<file path="src/design/i2cx_pkg.sv">
package i2cx_pkg;

    // Field widths fixed by the bus event and result formats
    localparam int PIN_W     = 16;
    localparam int POT_SLOTS = 4;
    localparam int POT_SEL_W = 2;

    localparam int PIN_COUNT_DEF = 16;
    localparam int POT_COUNT_DEF = 4;

    localparam logic [7:0] POT_RESET_LEVEL = 8'd200;
    localparam logic [15:0] LOW_BYTE_MASK  = 16'h00FF;
    localparam logic [15:0] HIGH_BYTE_MASK = 16'hFF00;

    typedef enum logic [2:0] {
        ACT_WRITE_START = 3'd0,
        ACT_BYTE_RX     = 3'd1,
        ACT_READ_START  = 3'd2,
        ACT_BYTE_SENT   = 3'd3,
        ACT_BUS_END     = 3'd4,
        ACT_SPI_IDLE    = 3'd5
    } act_t;

    localparam logic [7:0] OP_SET_LEGACY  = 8'h01;
    localparam logic [7:0] OP_SET_CHANNEL = 8'h02;
    localparam logic [7:0] OP_SET_LED     = 8'h10;
    localparam logic [7:0] OP_SET_POT     = 8'h20;
    localparam logic [7:0] OP_READ_POTS   = 8'h21;
    localparam logic [7:0] OP_SET_CLOCK   = 8'h31;
    localparam logic [7:0] OP_SET_DIR     = 8'h40;
    localparam logic [7:0] OP_SET_DRIVE   = 8'h41;
    localparam logic [7:0] OP_SET_PIN     = 8'h42;
    localparam logic [7:0] OP_READ_PINS   = 8'h43;

    localparam logic [2:0] TX_LEN_LEGACY = 3'd1;
    localparam logic [2:0] TX_LEN_PINS   = 3'd2;
    localparam logic [2:0] TX_LEN_POTS   = 3'd4;

    typedef struct packed {
        logic                 tx_valid;
        logic [7:0]           tx_byte;
        logic                 tx_last;
        logic [PIN_W-1:0]     pin_direction;
        logic [PIN_W-1:0]     pin_drive;
        logic                 led_on;
        logic                 pot_start;
        logic [POT_SEL_W-1:0] pot_select;
        logic [7:0]           pot_level;
    } res_t;

    function automatic logic [2:0] opcode_length(input logic [7:0] op);
        logic [2:0] len;
        case (op)
            OP_SET_LEGACY:  len = 3'd2;
            OP_SET_CHANNEL: len = 3'd3;
            OP_SET_LED:     len = 3'd2;
            OP_SET_POT:     len = 3'd3;
            OP_SET_CLOCK:   len = 3'd7;
            OP_SET_DIR:     len = 3'd3;
            OP_SET_DRIVE:   len = 3'd3;
            OP_SET_PIN:     len = 3'd3;
            default:        len = 3'd1;
        endcase
        return len;
    endfunction

endpackage

</file>
<file path="src/design/i2cx_evt_if.sv">
interface i2cx_evt_if;
    logic                         valid;
    logic                         ready;
    logic [2:0]                   action;
    logic [7:0]                   data_byte;
    logic [i2cx_pkg::PIN_W-1:0]   pin_levels;

    modport source (output valid, output action, output data_byte, output pin_levels,
                    input ready);
    modport sink   (input valid, input action, input data_byte, input pin_levels,
                    output ready);
endinterface

</file>
<file path="src/design/i2cx_res_if.sv">
interface i2cx_res_if;
    logic                             valid;
    logic                             ready;
    logic                             tx_valid;
    logic [7:0]                       tx_byte;
    logic                             tx_last;
    logic [i2cx_pkg::PIN_W-1:0]       pin_direction;
    logic [i2cx_pkg::PIN_W-1:0]       pin_drive;
    logic                             led_on;
    logic                             pot_start;
    logic [i2cx_pkg::POT_SEL_W-1:0]   pot_select;
    logic [7:0]                       pot_level;

    modport source (output valid, output tx_valid, output tx_byte, output tx_last,
                    output pin_direction, output pin_drive, output led_on,
                    output pot_start, output pot_select, output pot_level,
                    input ready);
    modport sink   (input valid, input tx_valid, input tx_byte, input tx_last,
                    input pin_direction, input pin_drive, input led_on,
                    input pot_start, input pot_select, input pot_level,
                    output ready);
endinterface

</file>
<file path="src/design/i2cx_core.sv">
module i2cx_core #(
    parameter int PIN_COUNT = i2cx_pkg::PIN_COUNT_DEF,
    parameter int POT_COUNT = i2cx_pkg::POT_COUNT_DEF
) (
    input  logic                         clk,
    input  logic                         rst_n,
    input  logic                         accept,
    input  logic [2:0]                   action,
    input  logic [7:0]                   data_byte,
    input  logic [i2cx_pkg::PIN_W-1:0]   pin_levels,
    output i2cx_pkg::res_t               result
);

    localparam logic [i2cx_pkg::PIN_W-1:0] PIN_MASK =
        i2cx_pkg::PIN_W'((32'd1 << PIN_COUNT) - 32'd1);
    localparam logic [POT_COUNT-1:0] POT_MASK = {POT_COUNT{1'b1}};

    logic        rx_active_reg, rx_active_next;
    logic [2:0]  rx_count_reg, rx_count_next;
    logic [2:0]  rx_expected_reg, rx_expected_next;
    logic [7:0]  rx_bytes_reg [3];
    logic [7:0]  rx_bytes_next [3];
    logic [2:0]  tx_length_reg, tx_length_next;
    logic [2:0]  tx_index_reg, tx_index_next;
    logic [7:0]  tx_bytes_reg [i2cx_pkg::POT_SLOTS];
    logic [7:0]  tx_bytes_next [i2cx_pkg::POT_SLOTS];
    logic        read_pins_reg, read_pins_next;
    logic        read_pots_reg, read_pots_next;
    logic [i2cx_pkg::PIN_W-1:0] dir_mask_reg, dir_mask_next;
    logic [i2cx_pkg::PIN_W-1:0] out_mask_reg, out_mask_next;
    logic        led_reg, led_next;
    logic [7:0]  pot_values_reg [i2cx_pkg::POT_SLOTS];
    logic [7:0]  pot_values_next [i2cx_pkg::POT_SLOTS];
    logic [POT_COUNT-1:0] pot_pending_reg, pot_pending_next;

    always_comb
    begin
        logic                       run;
        logic [2:0]                 cnt_inc;
        logic [2:0]                 len;
        logic [2:0]                 idx_inc;
        logic [7:0]                 op;
        logic [7:0]                 a;
        logic [7:0]                 b;
        logic [7:0]                 m;
        logic [i2cx_pkg::PIN_W-1:0] bitm;
        logic [i2cx_pkg::PIN_W-1:0] lv;
        logic                       found;

        rx_active_next   = rx_active_reg;
        rx_count_next    = rx_count_reg;
        rx_expected_next = rx_expected_reg;
        rx_bytes_next    = rx_bytes_reg;
        tx_length_next   = tx_length_reg;
        tx_index_next    = tx_index_reg;
        tx_bytes_next    = tx_bytes_reg;
        read_pins_next   = read_pins_reg;
        read_pots_next   = read_pots_reg;
        dir_mask_next    = dir_mask_reg;
        out_mask_next    = out_mask_reg;
        led_next         = led_reg;
        pot_values_next  = pot_values_reg;
        pot_pending_next = pot_pending_reg;

        result  = '0;
        run     = 1'b0;
        found   = 1'b0;
        cnt_inc = rx_count_reg + 3'd1;
        idx_inc = tx_index_reg + 3'd1;
        len     = i2cx_pkg::opcode_length(data_byte);
        lv      = pin_levels & PIN_MASK;

        if (accept)
        begin
            case (i2cx_pkg::act_t'(action))
                i2cx_pkg::ACT_WRITE_START:
                begin
                    rx_active_next   = 1'b1;
                    rx_count_next    = 3'd0;
                    rx_expected_next = 3'd1;
                end
                i2cx_pkg::ACT_BYTE_RX:
                begin
                    if (rx_active_reg)
                    begin
                        if (rx_count_reg < 3'd3)
                            rx_bytes_next[rx_count_reg[1:0]] = data_byte;
                        rx_count_next = cnt_inc;
                        if (cnt_inc == 3'd1)
                        begin
                            rx_expected_next = len;
                            if (len == 3'd1)
                            begin
                                run            = 1'b1;
                                rx_active_next = 1'b0;
                                tx_length_next = 3'd0;
                                tx_index_next  = 3'd0;
                            end
                        end
                        else if (cnt_inc >= rx_expected_reg)
                        begin
                            run            = 1'b1;
                            rx_active_next = 1'b0;
                        end
                    end
                end
                i2cx_pkg::ACT_READ_START:
                begin
                    tx_index_next = 3'd0;
                    if (read_pins_reg)
                    begin
                        read_pins_next   = 1'b0;
                        tx_length_next   = i2cx_pkg::TX_LEN_PINS;
                        tx_bytes_next[0] = lv[7:0];
                        tx_bytes_next[1] = lv[15:8];
                    end
                    else if (read_pots_reg)
                    begin
                        read_pots_next = 1'b0;
                        tx_length_next = i2cx_pkg::TX_LEN_POTS;
                        for (int i = 0; i < i2cx_pkg::POT_SLOTS; i++)
                            tx_bytes_next[i] = (i < POT_COUNT) ? pot_values_reg[i] : 8'd0;
                    end
                    else
                    begin
                        tx_length_next   = i2cx_pkg::TX_LEN_LEGACY;
                        tx_bytes_next[0] = out_mask_reg[7:0];
                    end
                    result.tx_valid = 1'b1;
                    result.tx_byte  = tx_bytes_next[0];
                    result.tx_last  = (tx_length_next == i2cx_pkg::TX_LEN_LEGACY);
                end
                i2cx_pkg::ACT_BYTE_SENT:
                begin
                    if ((tx_length_reg > 3'd1) && (tx_index_reg < tx_length_reg))
                    begin
                        tx_index_next = idx_inc;
                        if (idx_inc < tx_length_reg)
                        begin
                            result.tx_valid = 1'b1;
                            result.tx_byte  = tx_bytes_reg[idx_inc[1:0]];
                            result.tx_last  = ((idx_inc + 3'd1) == tx_length_reg);
                        end
                    end
                end
                i2cx_pkg::ACT_BUS_END:
                begin
                    rx_active_next = 1'b0;
                    tx_length_next = 3'd0;
                    tx_index_next  = 3'd0;
                end
                i2cx_pkg::ACT_SPI_IDLE:
                begin
                    // lowest pending pot goes first
                    for (int i = 0; i < POT_COUNT; i++)
                    begin
                        if (!found && pot_pending_reg[i])
                        begin
                            found               = 1'b1;
                            pot_pending_next[i] = 1'b0;
                            result.pot_start    = 1'b1;
                            result.pot_select   = i2cx_pkg::POT_SEL_W'(i);
                            result.pot_level    = pot_values_reg[i];
                        end
                    end
                end
                default:
                begin
                end
            endcase
        end

        op = rx_bytes_next[0];
        a  = rx_bytes_next[1];
        b  = rx_bytes_next[2];
        m  = out_mask_reg[7:0];
        bitm = i2cx_pkg::PIN_W'(1) << a[3:0];

        if (run)
        begin
            case (op)
                i2cx_pkg::OP_SET_LEGACY:
                begin
                    dir_mask_next = (dir_mask_reg | i2cx_pkg::LOW_BYTE_MASK) & PIN_MASK;
                    out_mask_next = ((out_mask_reg & i2cx_pkg::HIGH_BYTE_MASK)
                                    | {8'd0, a}) & PIN_MASK;
                end
                i2cx_pkg::OP_SET_CHANNEL:
                begin
                    if (a < 8'd8)
                    begin
                        if (b != 8'd0)
                            m = m | (8'd1 << a[2:0]);
                        else
                            m = m & ~(8'd1 << a[2:0]);
                        dir_mask_next = (dir_mask_reg | i2cx_pkg::LOW_BYTE_MASK) & PIN_MASK;
                        out_mask_next = ((out_mask_reg & i2cx_pkg::HIGH_BYTE_MASK)
                                        | {8'd0, m}) & PIN_MASK;
                    end
                end
                i2cx_pkg::OP_SET_LED:
                    led_next = (a != 8'd0);
                i2cx_pkg::OP_SET_POT:
                begin
                    for (int i = 0; i < POT_COUNT; i++)
                    begin
                        if (a == 8'(i))
                        begin
                            pot_values_next[i]  = b;
                            pot_pending_next[i] = 1'b1;
                        end
                    end
                end
                i2cx_pkg::OP_READ_POTS:
                    read_pots_next = 1'b1;
                i2cx_pkg::OP_SET_DIR:
                    dir_mask_next = {b, a} & PIN_MASK;
                i2cx_pkg::OP_SET_DRIVE:
                    out_mask_next = {b, a} & PIN_MASK;
                i2cx_pkg::OP_SET_PIN:
                begin
                    if (a < 8'(PIN_COUNT))
                    begin
                        dir_mask_next = (dir_mask_reg | bitm) & PIN_MASK;
                        if (b != 8'd0)
                            out_mask_next = out_mask_reg | bitm;
                        else
                            out_mask_next = out_mask_reg & ~bitm;
                    end
                end
                i2cx_pkg::OP_READ_PINS:
                    read_pins_next = 1'b1;
                default:
                begin
                end
            endcase
        end

        result.pin_direction = dir_mask_next;
        result.pin_drive     = out_mask_next;
        result.led_on        = led_next;
    end

    always_ff @(posedge clk or negedge rst_n)
    begin
        if (!rst_n)
        begin
            rx_active_reg   <= 1'b0;
            rx_count_reg    <= 3'd0;
            rx_expected_reg <= 3'd0;
            tx_length_reg   <= 3'd0;
            tx_index_reg    <= 3'd0;
            read_pins_reg   <= 1'b0;
            read_pots_reg   <= 1'b0;
            dir_mask_reg    <= '0;
            out_mask_reg    <= '0;
            led_reg         <= 1'b0;
            pot_pending_reg <= POT_MASK;
            for (int i = 0; i < i2cx_pkg::POT_SLOTS; i++)
                pot_values_reg[i] <= i2cx_pkg::POT_RESET_LEVEL;
        end
        else
        begin
            rx_active_reg   <= rx_active_next;
            rx_count_reg    <= rx_count_next;
            rx_expected_reg <= rx_expected_next;
            tx_length_reg   <= tx_length_next;
            tx_index_reg    <= tx_index_next;
            read_pins_reg   <= read_pins_next;
            read_pots_reg   <= read_pots_next;
            dir_mask_reg    <= dir_mask_next;
            out_mask_reg    <= out_mask_next;
            led_reg         <= led_next;
            pot_pending_reg <= pot_pending_next;
            pot_values_reg  <= pot_values_next;
        end
    end

    // frame and response bytes are only read after being written
    always_ff @(posedge clk)
    begin
        rx_bytes_reg <= rx_bytes_next;
        tx_bytes_reg <= tx_bytes_next;
    end

endmodule

</file>
<file path="src/design/i2c_expander_command_engine_top.sv">
// I2C expander command engine.
// evt (sink): one bus event per beat - write start, byte received, read
//   start, byte sent, bus end, SPI idle - with the received byte and the
//   sampled pin levels.
// res (source): exactly one beat per event, carrying the byte to send (if
//   any) with its last mark, the direction/drive masks and lamp state after
//   the event, and a pot write request on SPI idle.
// The result of an event is registered in the result register, or in the skid while res stalls.
// Throughput: one event per cycle while evt.ready is high; all state updates are
//   combinational logic between the state registers and the result register.
// Backpressure: a two-entry output stage (result register plus skid) lets
//   evt keep taking beats while res stalls; evt.ready drops only once both
//   entries hold results, and rises again the cycle after res drains one.
// Reset: all control state clears, pots reset to level 200 with every pot
//   pending, and both output entries are emptied.
module i2c_expander_command_engine_top #(
    parameter int PIN_COUNT = i2cx_pkg::PIN_COUNT_DEF,
    parameter int POT_COUNT = i2cx_pkg::POT_COUNT_DEF
) (
    input  logic        clk,
    input  logic        rst_n,
    i2cx_evt_if.sink    evt,
    i2cx_res_if.source  res
);

    i2cx_pkg::res_t result;
    i2cx_pkg::res_t out_reg, out_next;
    i2cx_pkg::res_t skid_reg, skid_next;
    logic           out_valid_reg, out_valid_next;
    logic           skid_valid_reg, skid_valid_next;
    logic           accept;
    logic           take;

    assign evt.ready = !skid_valid_reg;
    assign accept    = evt.valid && !skid_valid_reg;
    assign take      = out_valid_reg && res.ready;

    i2cx_core #(
        .PIN_COUNT (PIN_COUNT),
        .POT_COUNT (POT_COUNT)
    ) u_core (
        .clk        (clk),
        .rst_n      (rst_n),
        .accept     (accept),
        .action     (evt.action),
        .data_byte  (evt.data_byte),
        .pin_levels (evt.pin_levels),
        .result     (result)
    );

    always_comb
    begin
        out_next        = out_reg;
        skid_next       = skid_reg;
        out_valid_next  = out_valid_reg;
        skid_valid_next = skid_valid_reg;
        if (skid_valid_reg)
        begin
            if (take)
            begin
                out_next        = skid_reg;
                skid_valid_next = 1'b0;
            end
        end
        else if (accept)
        begin
            if (!out_valid_reg || take)
            begin
                out_next       = result;
                out_valid_next = 1'b1;
            end
            else
            begin
                skid_next       = result;
                skid_valid_next = 1'b1;
            end
        end
        else if (take)
        begin
            out_valid_next = 1'b0;
        end
    end

    always_ff @(posedge clk or negedge rst_n)
    begin
        if (!rst_n)
        begin
            out_valid_reg  <= 1'b0;
            skid_valid_reg <= 1'b0;
        end
        else
        begin
            out_valid_reg  <= out_valid_next;
            skid_valid_reg <= skid_valid_next;
        end
    end

    always_ff @(posedge clk)
    begin
        out_reg  <= out_next;
        skid_reg <= skid_next;
    end

    assign res.valid         = out_valid_reg;
    assign res.tx_valid      = out_reg.tx_valid;
    assign res.tx_byte       = out_reg.tx_byte;
    assign res.tx_last       = out_reg.tx_last;
    assign res.pin_direction = out_reg.pin_direction;
    assign res.pin_drive     = out_reg.pin_drive;
    assign res.led_on        = out_reg.led_on;
    assign res.pot_start     = out_reg.pot_start;
    assign res.pot_select    = out_reg.pot_select;
    assign res.pot_level     = out_reg.pot_level;

endmodule
</file>
<file path="src/flat_wrapper.sv">
// flat-port wrapper written by rule: the top's interface ports become plain ports
module i2c_expander_command_engine_top_flat 
#(
    parameter int PIN_COUNT = i2cx_pkg::PIN_COUNT_DEF,
    parameter int POT_COUNT = i2cx_pkg::POT_COUNT_DEF
)
  (clk, rst_n, evt_valid, evt_action, evt_data_byte, evt_pin_levels, evt_ready, res_valid, res_tx_valid, res_tx_byte, res_tx_last, res_pin_direction, res_pin_drive, res_led_on, res_pot_start, res_pot_select, res_pot_level, res_ready);
  i2cx_evt_if evt_i ();
  i2cx_res_if res_i ();
  input  logic clk;
  input  logic rst_n;
  input wire logic [$bits(evt_i.valid)-1:0] evt_valid;
  input wire logic [$bits(evt_i.action)-1:0] evt_action;
  input wire logic [$bits(evt_i.data_byte)-1:0] evt_data_byte;
  input wire logic [$bits(evt_i.pin_levels)-1:0] evt_pin_levels;
  output wire logic [$bits(evt_i.ready)-1:0] evt_ready;
  output wire logic [$bits(res_i.valid)-1:0] res_valid;
  output wire logic [$bits(res_i.tx_valid)-1:0] res_tx_valid;
  output wire logic [$bits(res_i.tx_byte)-1:0] res_tx_byte;
  output wire logic [$bits(res_i.tx_last)-1:0] res_tx_last;
  output wire logic [$bits(res_i.pin_direction)-1:0] res_pin_direction;
  output wire logic [$bits(res_i.pin_drive)-1:0] res_pin_drive;
  output wire logic [$bits(res_i.led_on)-1:0] res_led_on;
  output wire logic [$bits(res_i.pot_start)-1:0] res_pot_start;
  output wire logic [$bits(res_i.pot_select)-1:0] res_pot_select;
  output wire logic [$bits(res_i.pot_level)-1:0] res_pot_level;
  input wire logic [$bits(res_i.ready)-1:0] res_ready;
  assign evt_i.valid = evt_valid;
  assign evt_i.action = evt_action;
  assign evt_i.data_byte = evt_data_byte;
  assign evt_i.pin_levels = evt_pin_levels;
  assign evt_ready = evt_i.ready;
  assign res_valid = res_i.valid;
  assign res_tx_valid = res_i.tx_valid;
  assign res_tx_byte = res_i.tx_byte;
  assign res_tx_last = res_i.tx_last;
  assign res_pin_direction = res_i.pin_direction;
  assign res_pin_drive = res_i.pin_drive;
  assign res_led_on = res_i.led_on;
  assign res_pot_start = res_i.pot_start;
  assign res_pot_select = res_i.pot_select;
  assign res_pot_level = res_i.pot_level;
  assign res_i.ready = res_ready;
  i2c_expander_command_engine_top #(.PIN_COUNT(PIN_COUNT), .POT_COUNT(POT_COUNT)) u_core (.clk(clk), .rst_n(rst_n), .evt(evt_i), .res(res_i));
endmodule
</file>
<file path="config.mk">
export PLATFORM = sky130hd
export DESIGN_NAME = i2c_expander_command_engine_top_flat
export DESIGN_NICKNAME = d
export VERILOG_FILES = /design/src/design/i2cx_pkg.sv /design/src/design/i2cx_evt_if.sv /design/src/design/i2cx_res_if.sv /design/src/design/i2cx_core.sv /design/src/design/i2c_expander_command_engine_top.sv /design/src/flat_wrapper.sv
export SDC_FILE = /design/constraint.sdc
export NUM_CORES = 1
export LEC_CHECK = 0
export ABC_AREA = 1
export BUFFER_PORTS_ARGS = -buffer_cell sky130_fd_sc_hd__buf_4
export CAP_MARGIN = 0
export CORE_ASPECT_RATIO = 1.75
export CORE_UTILIZATION = 52
export CTS_CLUSTER_DIAMETER = 120
export DETAILED_ROUTE_END_ITERATION = 6
export GPL_TIMING_DRIVEN = 0
export PLACE_DENSITY = 0.7
export REMOVE_ABC_BUFFERS = 1
export SLEW_MARGIN = 20
export SYNTH_ARGS = -nofsm -noshare
export SYNTH_HDL_FRONTEND = slang
export SYNTH_SLANG_ARGS = --single-unit
</file>
<file path="constraint.sdc">
create_clock -name clk -period 7.2 [get_ports clk]
set_input_delay 0.72 -clock clk [delete_from_list [all_inputs] [get_ports clk]]
set_output_delay 0.72 -clock clk [all_outputs]
set_load 0.05 [all_outputs]
</file>
==> impl_metrics.json <==
{
  "grt_first_pass_wirelength_um": 47310,
  "clkSlewWorstSetupHoldPaths_ns": 0.07,
  "die_h_um": 203.0,
  "hold_viol_final": 0,
  "async_flop_share_pct": 34.40,
  "synth_edf_count": 140,
  "first_global_vias": 9122,
  "die_area_sq_mm": 0.02371,
  "required_ns": 7.45,
  "vias_per_cell": 5.356,
  "dp_hpwl_um": 22080,
  "drive_gt1_share_pct": 13.22,
  "min_path_type": "input pin to asynchronous set/reset pin",
  "holdBufCountCts": 0,
  "critPathTopFamily": "simple AND/OR/NAND/NOR gates",
  "synth_flop_cell": "edfxtp_1",
  "fp.dieW_um": 116.8,
  "ys_ff_latch": 250,
  "ys_seq_area_share_pct": 57.14,
  "synth.distinct_cells": 46,
  "cts_buffers": 23,
  "p_seq_share_pct": 41.0,
  "cp-start-kind": "flop",
  "finalWirelength_um": 29860,
  "crit_chain": "inv_4 -> nand2_2 -> nor2_1 -> nand2_1 -> o21ai_1 -> nand2_1 -> nor2_1 -> nand2_1 -> inv_1 -> nand2_1 -> nand3_1 -> nand3_1 -> nand3_1 -> nand2_1",
  "cts.sinks": 250,
  "cts_setup_buffers": 0,
  "crit_path_max_fanout": 57,
  "final_common_cell": "nand2_1",
  "final_cell_mix": "479 x nand2_1, 140 x edfxtp_1, 129 x inv_1",
  "crit_top_cell": "nand2_1",
  "syn_area_sq_mm": 0.01200,
  "r2r_cells": 14,
  "fmax_mhz": 187.3,
  "finalSetupViolCount": 0,
  "post-route-util_pct": 59.93,
  "cpPeakStageDelay_ns": 0.78,
  "status": "finished clean",
  "port_buffers": 86,
  "critical_path_class": "flop to flop",
  "timing.final.ws_setup_ns": 1.862,
  "internal_power_w": 0.002844,
  "synth.area.top_cells": "edfxtp_1 35%, nand2_1 15%, dfrtp_1 15%, nand3_1 4.4%, inv_1 4.0%",
  "diodes": 0,
  "cts-resized-gates": 0,
  "min_period_ns": 5.338,
  "grt-ovfl-total": 0,
  "syn_avg_cell_area_sq_um": 8.896,
  "htree_levels": 1,
  "num_rows": 73,
  "cts_tree": "built",
  "cp.arrival_ns": 5.59,
  "drc": 0,
  "power.switching_w": 0.001910,
  "switching_share_pct": 40.18,
  "clockBufferDepth": 3,
  "combPwrFrac_pct": 35.3,
  "slowest_stage": "nor2_1",
  "antenna_left": 0,
  "worst_ir_drop_vdd_v": 0.0002821,
  "root_buffer": "clkbuf_16",
  "p_clk_share_pct": 23.7,
  "fin_area_sq_mm": 0.01358,
  "synth_top_area_share_pct": 35.03,
  "gp_congestion": 0.9791,
  "tightest_slew_ns": 0.9230,
  "via_count": 9304,
  "core_sq_mm": 0.02265,
  "gr-usage-all-layers_pct": 26.24,
  "cp_num_buf_inv": 2,
  "crit_path_end_kind": "flop",
  "slew_headroom_pct": 37.82,
  "top_level_ports": 87,
  "drt_iter0_markers": 553,
  "placed_cell_area_sq_mm": 0.01289,
  "fin_worst_skew_ns": 0.008301,
  "pre_cts_slack_ns": 1.917,
  "drt-wirelength-per-cell_um": 17.19,
  "syn_to_final_growth_pct": 13.13,
  "synth_cells": 1349,
  "finalMaxSlewViolations": 0,
  "largest_register_ffs": 54,
  "num-nets-final": 1467,
  "finalCritPeriodShare_pct": 74.14,
  "start_util_pct": 52.98,
  "cp.depth": 14,
  "rsz0062_at_grt": "no",
  "clk_latency_ns": 0.51,
  "grt_max_degree": 87,
  "antenna_found_initial": 0,
  "yosysTopAreaCell": "edfxtp_1",
  "cap_viol_max_count": 0,
  "powerDensity_mw_per_mm2": 350.2,
  "r2r_slack_ns": 1.86,
  "drt_first_pass_iters": 5,
  "yosysWarnings": 0,
  "p_leak_nw": 5.959
}
kinds of logic after synthesis:
| kind of cell | synth area share (%) |
|---|---|
| xor+xnor | 0.2190 |
| compound gates | 8.748 |
| buf+inv | 6.214 |
| fa+ha+maj | 1.564 |
| flops | 57.14 |
| simple gates | 26.12 |
area by class of cell:
cell class                 instances  area [sq um]
inverter                         132         498.0
timing repair buffer              90         744.5
sequential                       250          6860
fill                            2043          9076
clock inverter                    10         57.56
clock buffer                      31         619.3
tap                              300         375.4
multi-input combinational        924          4420
power groups by stage:
stage	clock [W]	combinational [W]	sequential [W]
6_report	0.00112	0.00168	0.00195
3_5_place_dp	0	0.00167	0.00198
3_3_place_gp	0	0.00161	0.00199
5_1_grt	0.00119	0.00182	0.00198
4_1_cts	0.00114	0.00167	0.00195
2_1_floorplan	0	0.000719	0.00236
synthesized netlist by cell type, types with 8 or more instances:
library cell / count
a31oi_1: 9
buf_6: 10
a21oi_1: 22
o22ai_1: 18
nor2_1: 90
dfstp_2: 16
dfrtp_1: 70
a21boi_0: 8
inv_1: 129
ha_1: 15
nand2_4: 9
o21ai_0: 59
edfxtp_1: 140
nand3_1: 106
nand2_1: 479
o21ai_1: 35
dfxtp_1: 24
clkbuf_1: 23
routing by layer:
metal	GRT usage, %	vias to the layer above	wire length [um]
met5	0	-	0
met4	15.78	0	1921
met3	2.955	93	1023
met2	49.32	231	16080
met1	27.00	4404	10830
li1	-	4576	-
final timing paths:
path	from	end
hold reg to reg	u_core.u_core.pot_values_reg[13]	u_core.u_core.tx_bytes_reg[13]
setup reg to reg	u_core.skid_valid_reg	u_core.res.pin_drive[0]
setup / recovery	u_core.skid_valid_reg	u_core.res.pin_drive[0]
min in group clk	u_core.u_core.pot_values_reg[13]	u_core.u_core.tx_bytes_reg[13]
hold / removal	rst_n	u_core.u_core.pot_values_reg[2]
max in group asynchronous	rst_n	u_core.skid_valid_reg
stage by stage:
step	power (W)	TNS [ns]	instances	hold slack, ns
final	0.004754	0	1737	0.2457
after global placement	0.003606	-30.15	1692	0.4553
after floorplan	0.003081	0	1306	0.4244
after global routing	0.004991	0	1737	0.3260
after CTS	0.004769	0	1737	0.4433
after detailed placement	0.003647	0	1696	0.4602
(Power assumes the default switching activity.)
